<file path="src/design/assert_macros.svh">
// Assertion helpers shared by the RTL.
`ifndef ASSERT_MACROS_SVH
`define ASSERT_MACROS_SVH

`ifndef SYNTHESIS
// Same-cycle implication, checked out of reset.
`define ASSERT_IMPLIES(label, clk, rst_n, lhs, rhs) \
  label: assert property (@(posedge clk) disable iff (!rst_n) (lhs) |-> (rhs)) \
    else $error("assertion failed: same-cycle implication");
// Next-cycle implication, checked out of reset.
`define ASSERT_NEXT(label, clk, rst_n, lhs, rhs) \
  label: assert property (@(posedge clk) disable iff (!rst_n) (lhs) |=> (rhs)) \
    else $error("assertion failed: next-cycle implication");
`else
`define ASSERT_IMPLIES(label, clk, rst_n, lhs, rhs)
`define ASSERT_NEXT(label, clk, rst_n, lhs, rhs)
`endif

`endif

</file>
<file path="src/design/mlfd_pkg.sv">
package mlfd_pkg;

  localparam int unsigned HDR_BYTES = 8;
  localparam int unsigned CNT_W     = 4;

  // Configuration register indexes
  localparam logic [1:0] CFG_MAGIC_FIRST  = 2'd0;
  localparam logic [1:0] CFG_MAGIC_SECOND = 2'd1;
  localparam logic [1:0] CFG_MAX_LEN      = 2'd2;

  localparam logic [31:0] MAX_LEN_RESET = 32'd1048576;

  // Controller to datapath
  typedef struct packed {
    logic push;        // append accepted byte to header window
    logic drop;        // discard front byte of header window
    logic load_hdr;    // latch type/length, clear window
    logic emit_empty;  // issue empty-body result
    logic emit_body;   // issue body byte result
  } mlfd_cmd_t;

  // Datapath to controller
  typedef struct packed {
    logic win_bad;   // window cannot start a frame
    logic win_full;  // eight header bytes present
    logic len_over;  // header length above limit
    logic len_zero;  // header length is zero
    logic rem_last;  // current body byte is the final one
    logic out_free;  // output register can take a result this cycle
  } mlfd_sts_t;

endpackage

</file>
<file path="src/design/mlfd_dp.sv">
module mlfd_dp
  import mlfd_pkg::*;
(
  input  logic        clk,
  input  logic        rst_n,
  input  logic        cfg_we,
  input  logic [1:0]  cfg_addr,
  input  logic [31:0] cfg_wdata,
  input  logic [7:0]  rx_byte,
  input  mlfd_cmd_t   cmd,
  output mlfd_sts_t   sts,
  output logic        out_tvalid,
  input  logic        out_tready,
  output logic [55:0] out_tdata,
  output logic        out_tlast,
  output logic [0:0]  out_tuser
);

  logic [7:0]       magic_first_r;
  logic [7:0]       magic_second_r;
  logic [31:0]      max_len_r;
  logic [7:0]       win_r [HDR_BYTES];
  logic [CNT_W-1:0] cnt_r;
  logic [31:0]      rem_r;
  logic [15:0]      cur_type_r;
  logic [31:0]      cur_len_r;
  logic             ov_r;
  logic [55:0]      od_r;
  logic             ol_r;
  logic             oe_r;
  logic [15:0]      hdr_type;
  logic [31:0]      hdr_len;

  assign hdr_type = {win_r[2], win_r[3]};
  assign hdr_len  = {win_r[4], win_r[5], win_r[6], win_r[7]};

  // Status toward the controller
  always_comb begin
    sts.win_bad  = (cnt_r != '0) && ((win_r[0] != magic_first_r) ||
                   ((cnt_r >= CNT_W'(2)) && (win_r[1] != magic_second_r)));
    sts.win_full = (cnt_r == CNT_W'(HDR_BYTES));
    sts.len_over = (hdr_len > max_len_r);
    sts.len_zero = (hdr_len == '0);
    sts.rem_last = (rem_r <= 32'd1);
    sts.out_free = !ov_r || out_tready;
  end

  // Configuration registers
  always_ff @(posedge clk) begin
    if (!rst_n) begin
      magic_first_r  <= '0;
      magic_second_r <= '0;
      max_len_r      <= MAX_LEN_RESET;
    end else if (cfg_we) begin
      unique case (cfg_addr)
        CFG_MAGIC_FIRST:  magic_first_r  <= cfg_wdata[7:0];
        CFG_MAGIC_SECOND: magic_second_r <= cfg_wdata[7:0];
        CFG_MAX_LEN:      max_len_r      <= cfg_wdata;
        default: ;
      endcase
    end
  end

  // Header window: append at fill level, shift down on drop
  always_ff @(posedge clk) begin
    if (cmd.push) begin
      win_r[cnt_r[2:0]] <= rx_byte;
    end else if (cmd.drop) begin
      for (int i = 0; i < HDR_BYTES - 1; i++) begin
        win_r[i] <= win_r[i+1];
      end
    end
  end

  // Window fill level and frame state
  always_ff @(posedge clk) begin
    if (!rst_n) begin
      cnt_r      <= '0;
      rem_r      <= '0;
      cur_type_r <= '0;
      cur_len_r  <= '0;
    end else begin
      if (cmd.push) begin
        cnt_r <= cnt_r + CNT_W'(1);
      end else if (cmd.drop) begin
        cnt_r <= cnt_r - CNT_W'(1);
      end else if (cmd.load_hdr) begin
        cnt_r <= '0;
      end
      if (cmd.load_hdr) begin
        cur_type_r <= hdr_type;
        cur_len_r  <= hdr_len;
        rem_r      <= hdr_len;
      end else if (cmd.emit_body && (rem_r != '0)) begin
        rem_r <= rem_r - 32'd1;
      end
    end
  end

  // Output register
  always_ff @(posedge clk) begin
    if (!rst_n) begin
      ov_r <= 1'b0;
    end else if (cmd.emit_body || cmd.emit_empty) begin
      ov_r <= 1'b1;
    end else if (out_tready) begin
      ov_r <= 1'b0;
    end
  end

  always_ff @(posedge clk) begin
    if (cmd.emit_empty) begin
      od_r <= {8'd0, 32'd0, hdr_type};
      ol_r <= 1'b1;
      oe_r <= 1'b1;
    end else if (cmd.emit_body) begin
      od_r <= {rx_byte, cur_len_r, cur_type_r};
      ol_r <= sts.rem_last;
      oe_r <= 1'b0;
    end
  end

  assign out_tvalid = ov_r;
  assign out_tdata  = od_r;
  assign out_tlast  = ol_r;
  assign out_tuser  = oe_r;

endmodule

</file>
<file path="src/design/mlfd_ctrl.sv">
module mlfd_ctrl
  import mlfd_pkg::*;
(
  input  logic      clk,
  input  logic      rst_n,
  input  logic      in_tvalid,
  output logic      in_tready,
  input  mlfd_sts_t sts,
  output mlfd_cmd_t cmd
);

  typedef enum logic [1:0] {
    ST_HUNT,
    ST_SCAN,
    ST_BODY
  } state_t;

  state_t state_r;
  state_t state_nxt;

  // Handshake and commands
  always_comb begin
    cmd       = '0;
    state_nxt = state_r;
    in_tready = 1'b0;
    unique case (state_r)
      ST_HUNT: begin
        in_tready = 1'b1;
        if (in_tvalid) begin
          cmd.push  = 1'b1;
          state_nxt = ST_SCAN;
        end
      end
      ST_SCAN: begin
        priority if (sts.win_bad) begin
          cmd.drop = 1'b1;
        end else if (!sts.win_full) begin
          state_nxt = ST_HUNT;
        end else if (sts.len_over) begin
          cmd.drop = 1'b1;
        end else if (!sts.len_zero) begin
          cmd.load_hdr = 1'b1;
          state_nxt    = ST_BODY;
        end else if (sts.out_free) begin
          cmd.load_hdr   = 1'b1;
          cmd.emit_empty = 1'b1;
          state_nxt      = ST_HUNT;
        end else begin
          // hold until the output register drains
        end
      end
      ST_BODY: begin
        in_tready = sts.out_free;
        if (in_tvalid && sts.out_free) begin
          cmd.emit_body = 1'b1;
          if (sts.rem_last) begin
            state_nxt = ST_HUNT;
          end
        end
      end
      default: state_nxt = ST_HUNT;
    endcase
  end

  always_ff @(posedge clk) begin
    if (!rst_n) begin
      state_r <= ST_HUNT;
    end else begin
      state_r <= state_nxt;
    end
  end

endmodule

</file>
<file path="src/design/magic_length_frame_deframer.sv">
// Output: a body byte is registered and appears on the output in the cycle after its transfer.
// Throughput: body bytes at one per cycle while the output register can take them; a header
//   byte is taken in ST_HUNT, then the window is scanned in ST_SCAN (one byte dropped per cycle).
// The scan cost is set by the single-step header window shifter.
// Reset: synchronous active-low rst_n clears control state and config registers.
`include "assert_macros.svh"

module magic_length_frame_deframer
  import mlfd_pkg::*;
(
  input  logic        clk,
  input  logic        rst_n,
  input  logic        cfg_we,
  input  logic [1:0]  cfg_addr,
  input  logic [31:0] cfg_wdata,
  input  logic        in_tvalid,
  output logic        in_tready,
  input  logic [7:0]  in_tdata,   // [7:0] rx_byte
  output logic        out_tvalid,
  input  logic        out_tready,
  output logic [55:0] out_tdata,  // [15:0] msg_type, [47:16] body_length, [55:48] body_byte
  output logic        out_tlast,
  output logic [0:0]  out_tuser   // [0] empty_body
);

  mlfd_cmd_t cmd;
  mlfd_sts_t sts;

  mlfd_ctrl u_ctrl (
    .clk       (clk),
    .rst_n     (rst_n),
    .in_tvalid (in_tvalid),
    .in_tready (in_tready),
    .sts       (sts),
    .cmd       (cmd)
  );

  mlfd_dp u_dp (
    .clk        (clk),
    .rst_n      (rst_n),
    .cfg_we     (cfg_we),
    .cfg_addr   (cfg_addr),
    .cfg_wdata  (cfg_wdata),
    .rx_byte    (in_tdata),
    .cmd        (cmd),
    .sts        (sts),
    .out_tvalid (out_tvalid),
    .out_tready (out_tready),
    .out_tdata  (out_tdata),
    .out_tlast  (out_tlast),
    .out_tuser  (out_tuser)
  );

  // An empty-body result is always the last of its frame with zero length and data
  `ASSERT_IMPLIES(a_empty_last, clk, rst_n, out_tvalid && out_tuser[0], out_tlast && (out_tdata[55:16] == 40'd0))
  // A full window is never appended to
  `ASSERT_IMPLIES(a_full_no_push, clk, rst_n, sts.win_full, !cmd.push)
  // Push never coincides with drop or header load
  `ASSERT_IMPLIES(a_push_drop, clk, rst_n, cmd.push, !cmd.drop && !cmd.load_hdr)
  // A result is only issued into a free output register
  `ASSERT_IMPLIES(a_emit_free, clk, rst_n, cmd.emit_body || cmd.emit_empty, sts.out_free)

endmodule

</file>
<file path="config.mk">
export PLATFORM = sky130hd
export DESIGN_NAME = magic_length_frame_deframer
export DESIGN_NICKNAME = d
export VERILOG_FILES = /design/src/design/mlfd_pkg.sv /design/src/design/mlfd_dp.sv /design/src/design/mlfd_ctrl.sv /design/src/design/magic_length_frame_deframer.sv
export VERILOG_INCLUDE_DIRS = /design/src /design/src/design
export SDC_FILE = /design/constraint.sdc
export NUM_CORES = 1
export LEC_CHECK = 0
export ABC_AREA = 1
export BUFFER_PORTS_ARGS = -buffer_cell sky130_fd_sc_hd__buf_2
export CAP_MARGIN = 0
export CORE_MARGIN = 2
export CORE_UTILIZATION = 59
export CTS_CLUSTER_DIAMETER = 40
export DETAILED_ROUTE_END_ITERATION = 16
export PLACE_DENSITY = 0.82
export SYNTH_ARGS = -nofsm -noshare
export SYNTH_HDL_FRONTEND = slang
export SYNTH_HIERARCHICAL = 1
export SYNTH_SLANG_ARGS = --single-unit
</file>
<file path="constraint.sdc">
create_clock -name clk -period 4.1 [get_ports clk]
set_input_delay 0.82 -clock clk [delete_from_list [all_inputs] [get_ports clk]]
set_output_delay 0.82 -clock clk [all_outputs]
set_load 0.01 [all_outputs]
</file>
==> results of run 1 <==
==> power breakdown <==
group          internal [W]  switching (W)
Combinational      0.000624        0.00117
Sequential          0.00307       0.000272
Clock               0.00178        0.00117
==> logic make-up after synthesis <==
family,Yosys count
compound gates,291
fa+ha+maj,38
mux,1
buf+inv,180
simple gates,604
flops,257
xor+xnor,28
==> flip-flops by register name, indices dropped and copies added, names as in the netlist <==
name                 flops
u_dp/max_len_r          32
u_dp/cnt_r               4
u_dp/win_r              64
u_dp/magic_second_r      8
u_dp/out_tlast           1
u_dp/out_tvalid          1
u_ctrl/state_r           2
u_dp/cur_len_r          32
u_dp/out_tuser           1
u_dp/cur_type_r         16
u_dp/out_tdata          56
u_dp/rem_r              32
u_dp/magic_first_r       8
==> critical path: cells and delay by family (launching register included) <==
| family | cells | cell delay [ns] |
|---|---|---|
| compound gates | 3 | 0.65 |
| flops | 1 | 0.52 |
| simple gates | 8 | 0.80 |
| fa+ha+maj | 1 | 0.34 |
| buf+inv | 5 | 0.79 |
==> metrics by stage <==
step / power, W / hold WS, ns / instances
after floorplan: 0.00674 / 0.435 / 1399
after global placement: 0.00792 / 0.437 / 1740
after detailed placement: 0.00801 / 0.449 / 1740
after CTS: 0.0110 / 0.463 / 1800
after global routing: 0.00844 / 0.475 / 1800
final: 0.00809 / 0.460 / 1800
==> layout make-up <==
type	count	share of cell area [%]
clock buffers	38	6.80
inverters	124	3.46
repair buffers	132	5.47
clock inverters	22	1.68
well taps	265	2.46
multi-input cells	962	36.1
flip-flops and latches	257	44.1
==> final timing paths <==
check                  endpoint  slack [ns]  cells past startpoint
max            u_dp/win_r[1][0]        0.67                     17
min          u_dp/cur_len_r[31]        0.46                      2
max reg2reg    u_dp/win_r[1][0]        0.67                     17
min reg2reg  u_dp/cur_len_r[31]        0.46                      2
==> cells in the mapped netlist, drive strengths merged (2+ instances only) <==
library cell  count  area [sq um]
nand2           368          1400
dfxtp           177          3540
nor2            145           572
a21oi           129           646
inv             122           458
o21ai           110           562
edfxtp           80          2400
nand3            52           260
clkbuf           51           191
a22o             40           350
ha               38           475
xnor2            16           140
nand4            13          81.3
xor2             12           105
nor4              9          56.3
nor3              8          40.0
or2               7          43.8
buf               5          31.3
a22oi             3          22.5
and3              2          12.5
clkinv            2          8.75
o211ai            2          15.0
o21bai            2          15.0
==> metal layers <==
metal | part of all wire, % | routed length, um
met4 | 3.0 | 916
met2 | 44 | 13300
met3 | 10 | 3160
met1 | 43 | 13100
met5 | 0 | 0
==> cell usage in the layout (no fill, tap or decap), drive strengths merged, types with 12 or more instances in the layout <==
cell type and count:
a22o 40, xnor2 16, nand3 52, o21ai 110, dfxtp 177, nand4 13, nand2 368, ha 38
clkbuf 38, xor2 12, inv 130, edfxtp 80, nor2 145, a21oi 129, buf 132
==> results.json, run 1 <==
{
  "drc": 0,
  "wl_um": 30500,
  "worst_slack_ns": 0.672,
  "finalCritPeriodShare_pct": 83.6,
  "cts_htree_levels": 2,
  "place.gp.congestion": 0.974,
  "cp.required_ns": 4.30,
  "io-pin-count": 107,
  "grt_max_degree": 72,
  "fin_area_sq_um": 13500,
  "fmax_ghz": 0.292,
  "synth_fp_nets": 1484,
  "clockBufferDepth": 3,
  "hp-class": "register to register",
  "floorplan.initialDensity_pct": 59.6,
  "endpoint_kind": "register",
  "rows": 51,
  "grt_pass1_wl_um": 47800,
  "hpwlAfterDp_um": 21600,
  "arrival_ns": 3.63,
  "setup_tns_ns": 0,
  "fill_cells": 1525,
  "worstPathCellList": "ha_1 -> nand2_1 -> inv_1 -> nand3_1 -> nor3_1 -> nand2_1 -> a21oi_1 -> nand2_1 -> nand2_1 -> nand2_1 -> inv_1 -> inv_1 -> nor2_2 -> buf_4 -> o21ai_0 -> o21ai_0 -> buf_4",
  "core_area_sq_um": 19300,
  "fin_nets": 1596,
  "yosysSeqAreaShare_pct": 51.8,
  "worstMarginPinSlew_ns": 0.932,
  "slew_violations": 0,
  "crit_fanout": 43,
  "grt_use_met2_pct": 45.1,
  "ir_drop_v": 0.000363,
  "root_buffer": "clkbuf_16",
  "min_from": "u_dp/cur_len_r[31]",
  "grt_pass1_vias": 9188,
  "cpMaxStageDelayCell": "edfxtp_1",
  "postSynth.asyncResetShare_pct": 0,
  "avgSynthCellArea_sq_um": 8.21,
  "synth_flop_cell": "dfxtp_1",
  "die-area_sq_um": 20600,
  "synthSimpleGateAreaFrac_pct": 21.5,
  "critPathMaxStageDelay_ns": 0.52,
  "setup_viol_count_final": 0,
  "grt_util_met3_pct": 6.93,
  "clk_pin_slew_ns": 0.06,
  "fp.dieW_um": 143,
  "hold_violations": 0,
  "synthAdderAreaFrac_pct": 4.14,
  "first_pass_iters": 5,
  "post-cts-setup-buffers": 0,
  "r2r_start": "u_dp/win_r[5][6]",
  "slew_headroom_pct": 37.8,
  "fin_util_pct": 70.0,
  "clock_sinks": 257,
  "busiest_layer": "met2",
  "synth_compound_area_share_pct": 14.4,
  "grt.total_usage_pct": 29.6,
  "drive_gt1_share_pct": 14.3,
  "placed_cell_area_sq_um": 12400,
  "grtUsageMet1_pct": 41.7,
  "syn-cell-area_sq_um": 11500,
  "grt_overflow_total": 0,
  "synth.yosys.warnings": 6,
  "power_density_nw_per_um2": 600,
  "synth_top_family_by_area": "simple AND/OR/NAND/NOR gates",
  "antenna_found_initial": 0,
  "chipHeight_um": 143,
  "wl_per_cell_um": 17.0,
  "numCtsBuffers": 34,
  "synth_mux_area_share_pct": 0.0872,
  "avgViaCountPerCell": 5.67,
  "syn_inst": 1399,
  "pre_cts_ws_ns": 0.825,
  "finClkSkew_ns": 0.0393,
  "critPathLaunch": "u_dp/win_r[5][6]",
  "multiInputGateArea_sq_um": 4870,
  "period_needed_ns": 3.43,
  "seq_area_sq_um": 5950,
  "rsz0062_at_grt": "no",
  "status": "finished clean",
  "cts_resized": 0,
  "critPathKind": "register to register",
  "dr_total_vias": 10200,
  "diodes": 0,
  "syn2layout_area_growth_pct": 17.6,
  "synth_edf_count": 80,
  "ant_nets": 0,
  "cts_tree": "done",
  "synth_xor_xnor_area_share_pct": 2.14,
  "drtIter0Drc": 1309,
  "yosysUniqueCellTypes": 39,
  "clkLatencyLatePin_ns": 0.52,
  "synth_seq_cells": 257,
  "ctsHoldBuffers": 0,
  "start_kind": "register",
  "portBuffers": 106,
  "p_leak_nw": 5.91,
  "worst_path_most_repeated_cell": "nand2_1",
  "maxCapViolations": 0
}
(Power assumes the default switching activity.)
==> run 2: changes to the inputs <==
clock period = 3.5 ns   (was 4.1 ns; I/O delays follow)
==> run 2 against run 1 <==
  * Clock power rose by 7.5%
  * Sequential power is 24% higher
  * Largest power group is now combinational logic
  * Register-to-register slack lost 0.42 ns
  * Worst hold slack worse by 0.095 ns
  * Sequential share of layout area up 0.13 points
  * Critical path type unchanged
  * Routed wire length is essentially flat
  * Final area is 0.30% lower
  * Critical path depth decreased by 2
  * Utilization fell by 0.21 points
  * Via count about the same
  * Highest routed layer unchanged
==> results.json, run 2 (synthesis gave the netlist of run 1 again) <==
{
  "period_needed_ns": 3.25,
  "place.gp.congestion": 0.980,
  "portBuffers": 106,
  "p_leak_nw": 5.89,
  "rows": 51,
  "grt_overflow_total": 0,
  "crit_fanout": 17,
  "cts_tree": "done",
  "dr_total_vias": 10200,
  "fill_cells": 1553,
  "hold_violations": 0,
  "clockBufferDepth": 3,
  "worstPathCellList": "ha_1 -> nand2_1 -> nor2_1 -> nand4_1 -> nor3_1 -> and3_1 -> a21oi_2 -> nor2_1 -> nand2_1 -> a21oi_4 -> inv_2 -> nand2_4 -> clkinv_2 -> nand2_1 -> a21oi_1",
  "reg2reg_depth": 15,
  "worst_path_most_repeated_cell": "nand2_1",
  "cts_htree_levels": 1,
  "cpMaxStageDelayCell": "edfxtp_1",
  "antenna_found_initial": 0,
  "fp.dieW_um": 143,
  "avgViaCountPerCell": 5.66,
  "drive_gt1_share_pct": 14.5,
  "regMostFlops": "u_dp/win_r",
  "chipHeight_um": 143,
  "start_kind": "register",
  "grt_pass1_vias": 9060,
  "hp-class": "input pin to register",
  "holdPathStages": 2,
  "cp.required_ns": 3.88,
  "root_buffer": "clkbuf_16",
  "setup_viol_count_final": 0,
  "worstMarginPinSlew_ns": 0.895,
  "clock_sinks": 257,
  "grt.total_usage_pct": 29.7,
  "critPathMaxStageDelay_ns": 0.46,
  "core_area_sq_um": 19300,
  "arrival_ns": 3.64,
  "slew_headroom_pct": 40.3,
  "clkLatencyLatePin_ns": 0.56,
  "endpoint_kind": "register",
  "numCtsBuffers": 30,
  "fmax_ghz": 0.308,
  "die-area_sq_um": 20600,
  "rsz0062_at_grt": "yes",
  "grt_pass1_wl_um": 47900,
  "drc": 0,
  "wl_per_cell_um": 17.0,
  "final_cell_mix": "nand2_1, dfxtp_1, nor2_1, a21oi_1, inv_1",
  "grt_max_degree": 72,
  "ant_nets": 0,
  "syn2layout_area_growth_pct": 17.2,
  "ctsHoldBuffers": 0,
  "io-pin-count": 107,
  "slew_violations": 0,
  "maxCapViolations": 0,
  "critPathKind": "register to register",
  "fin_nets": 1597,
  "hpwlAfterDp_um": 21900,
  "wl_um": 30600,
  "power_density_nw_per_um2": 986,
  "p_total_w": 0.0133,
  "floorplan.initialDensity_pct": 59.6,
  "final_common_cell": "nand2_1",
  "drtIter0Drc": 1182,
  "first_pass_iters": 6,
  "ir_drop_v": 0.000727,
  "diodes": 0,
  "largest_reg_flops": 64,
  "status": "finished clean",
  "finClkSkew_ns": 0.0332,
  "hold_ws_ns": 0.366,
  "clk_pin_slew_ns": 0.06,
  "finalCritPeriodShare_pct": 92.9
}
==> run 2: path summary, 6_finish.rpt <==
kind / start / end / slack, ns
min reg2reg: u_dp/out_tuser / u_dp/out_tuser / 0.44
max: u_dp/win_r[4][7] / u_dp/rem_r[6] / 0.25
max reg2reg: u_dp/win_r[4][7] / u_dp/rem_r[6] / 0.25
min: in_tdata[0] / u_dp/out_tdata[48] / 0.37
==> run 2: report_power, final <==
part	internal [W]	total, W	switching [W]
sequential	0.00371	0.00417	0.000456
combinational	0.00205	0.00593	0.00388
clock	0.00188	0.00317	0.00128
==> run 2: repair_timing <==
action,4_1_cts,5_1_grt
resized for setup,0,3
setup endpoints to repair,0,48
buffers inserted,0,2
endpoints found under the hold margin,0,0
==> run 2: stage by stage <==
stage | setup slack, ns | utilization (%) | instances | cell area [sq um] | setup TNS (ns)
CTS | 0.115 | 69.7 | 1797 | 13400 | 0
finish | 0.248 | 69.8 | 1799 | 13500 | 0
detailed placement | 0.175 | 64.3 | 1743 | 12400 | 0
global placement | 0.245 | 64.3 | 1743 | 12400 | 0
floorplan | 0.248 | - | 1399 | 11500 | 0
global route | -0.0276 | 69.8 | 1799 | 13500 | -0.375
==> run 2: cell type report <==
type / instances / area [sq um] / share of cell area, %
multi-input cells: 962 / 4880 / 36.2
inverters: 124 / 470 / 3.50
well taps: 265 / 332 / 2.46
flip-flops and latches: 257 / 5950 / 44.2
clock inverters: 18 / 210 / 1.56
clock buffers: 36 / 835 / 6.20
repair buffers: 137 / 788 / 5.86
==> run 2: worst max-delay path: cells and delay by family (launching register included) <==
family	cells	cell delay [ns]
adders and majority gates	1	0.34
and+or+nand+nor	9	1.44
buffers and inverters	2	0.40
DFF	1	0.46
AOI/OAI and AO/OA	3	0.40
==> run 2: per-layer routing <==
metal	GRT usage, %	wire length, um	vias to the layer above
met5	0	0	-
met4	9.29	743	0
met3	4.70	3100	62
met2	45.8	13600	582
met1	43.2	13100	4672
li1	-	-	4871
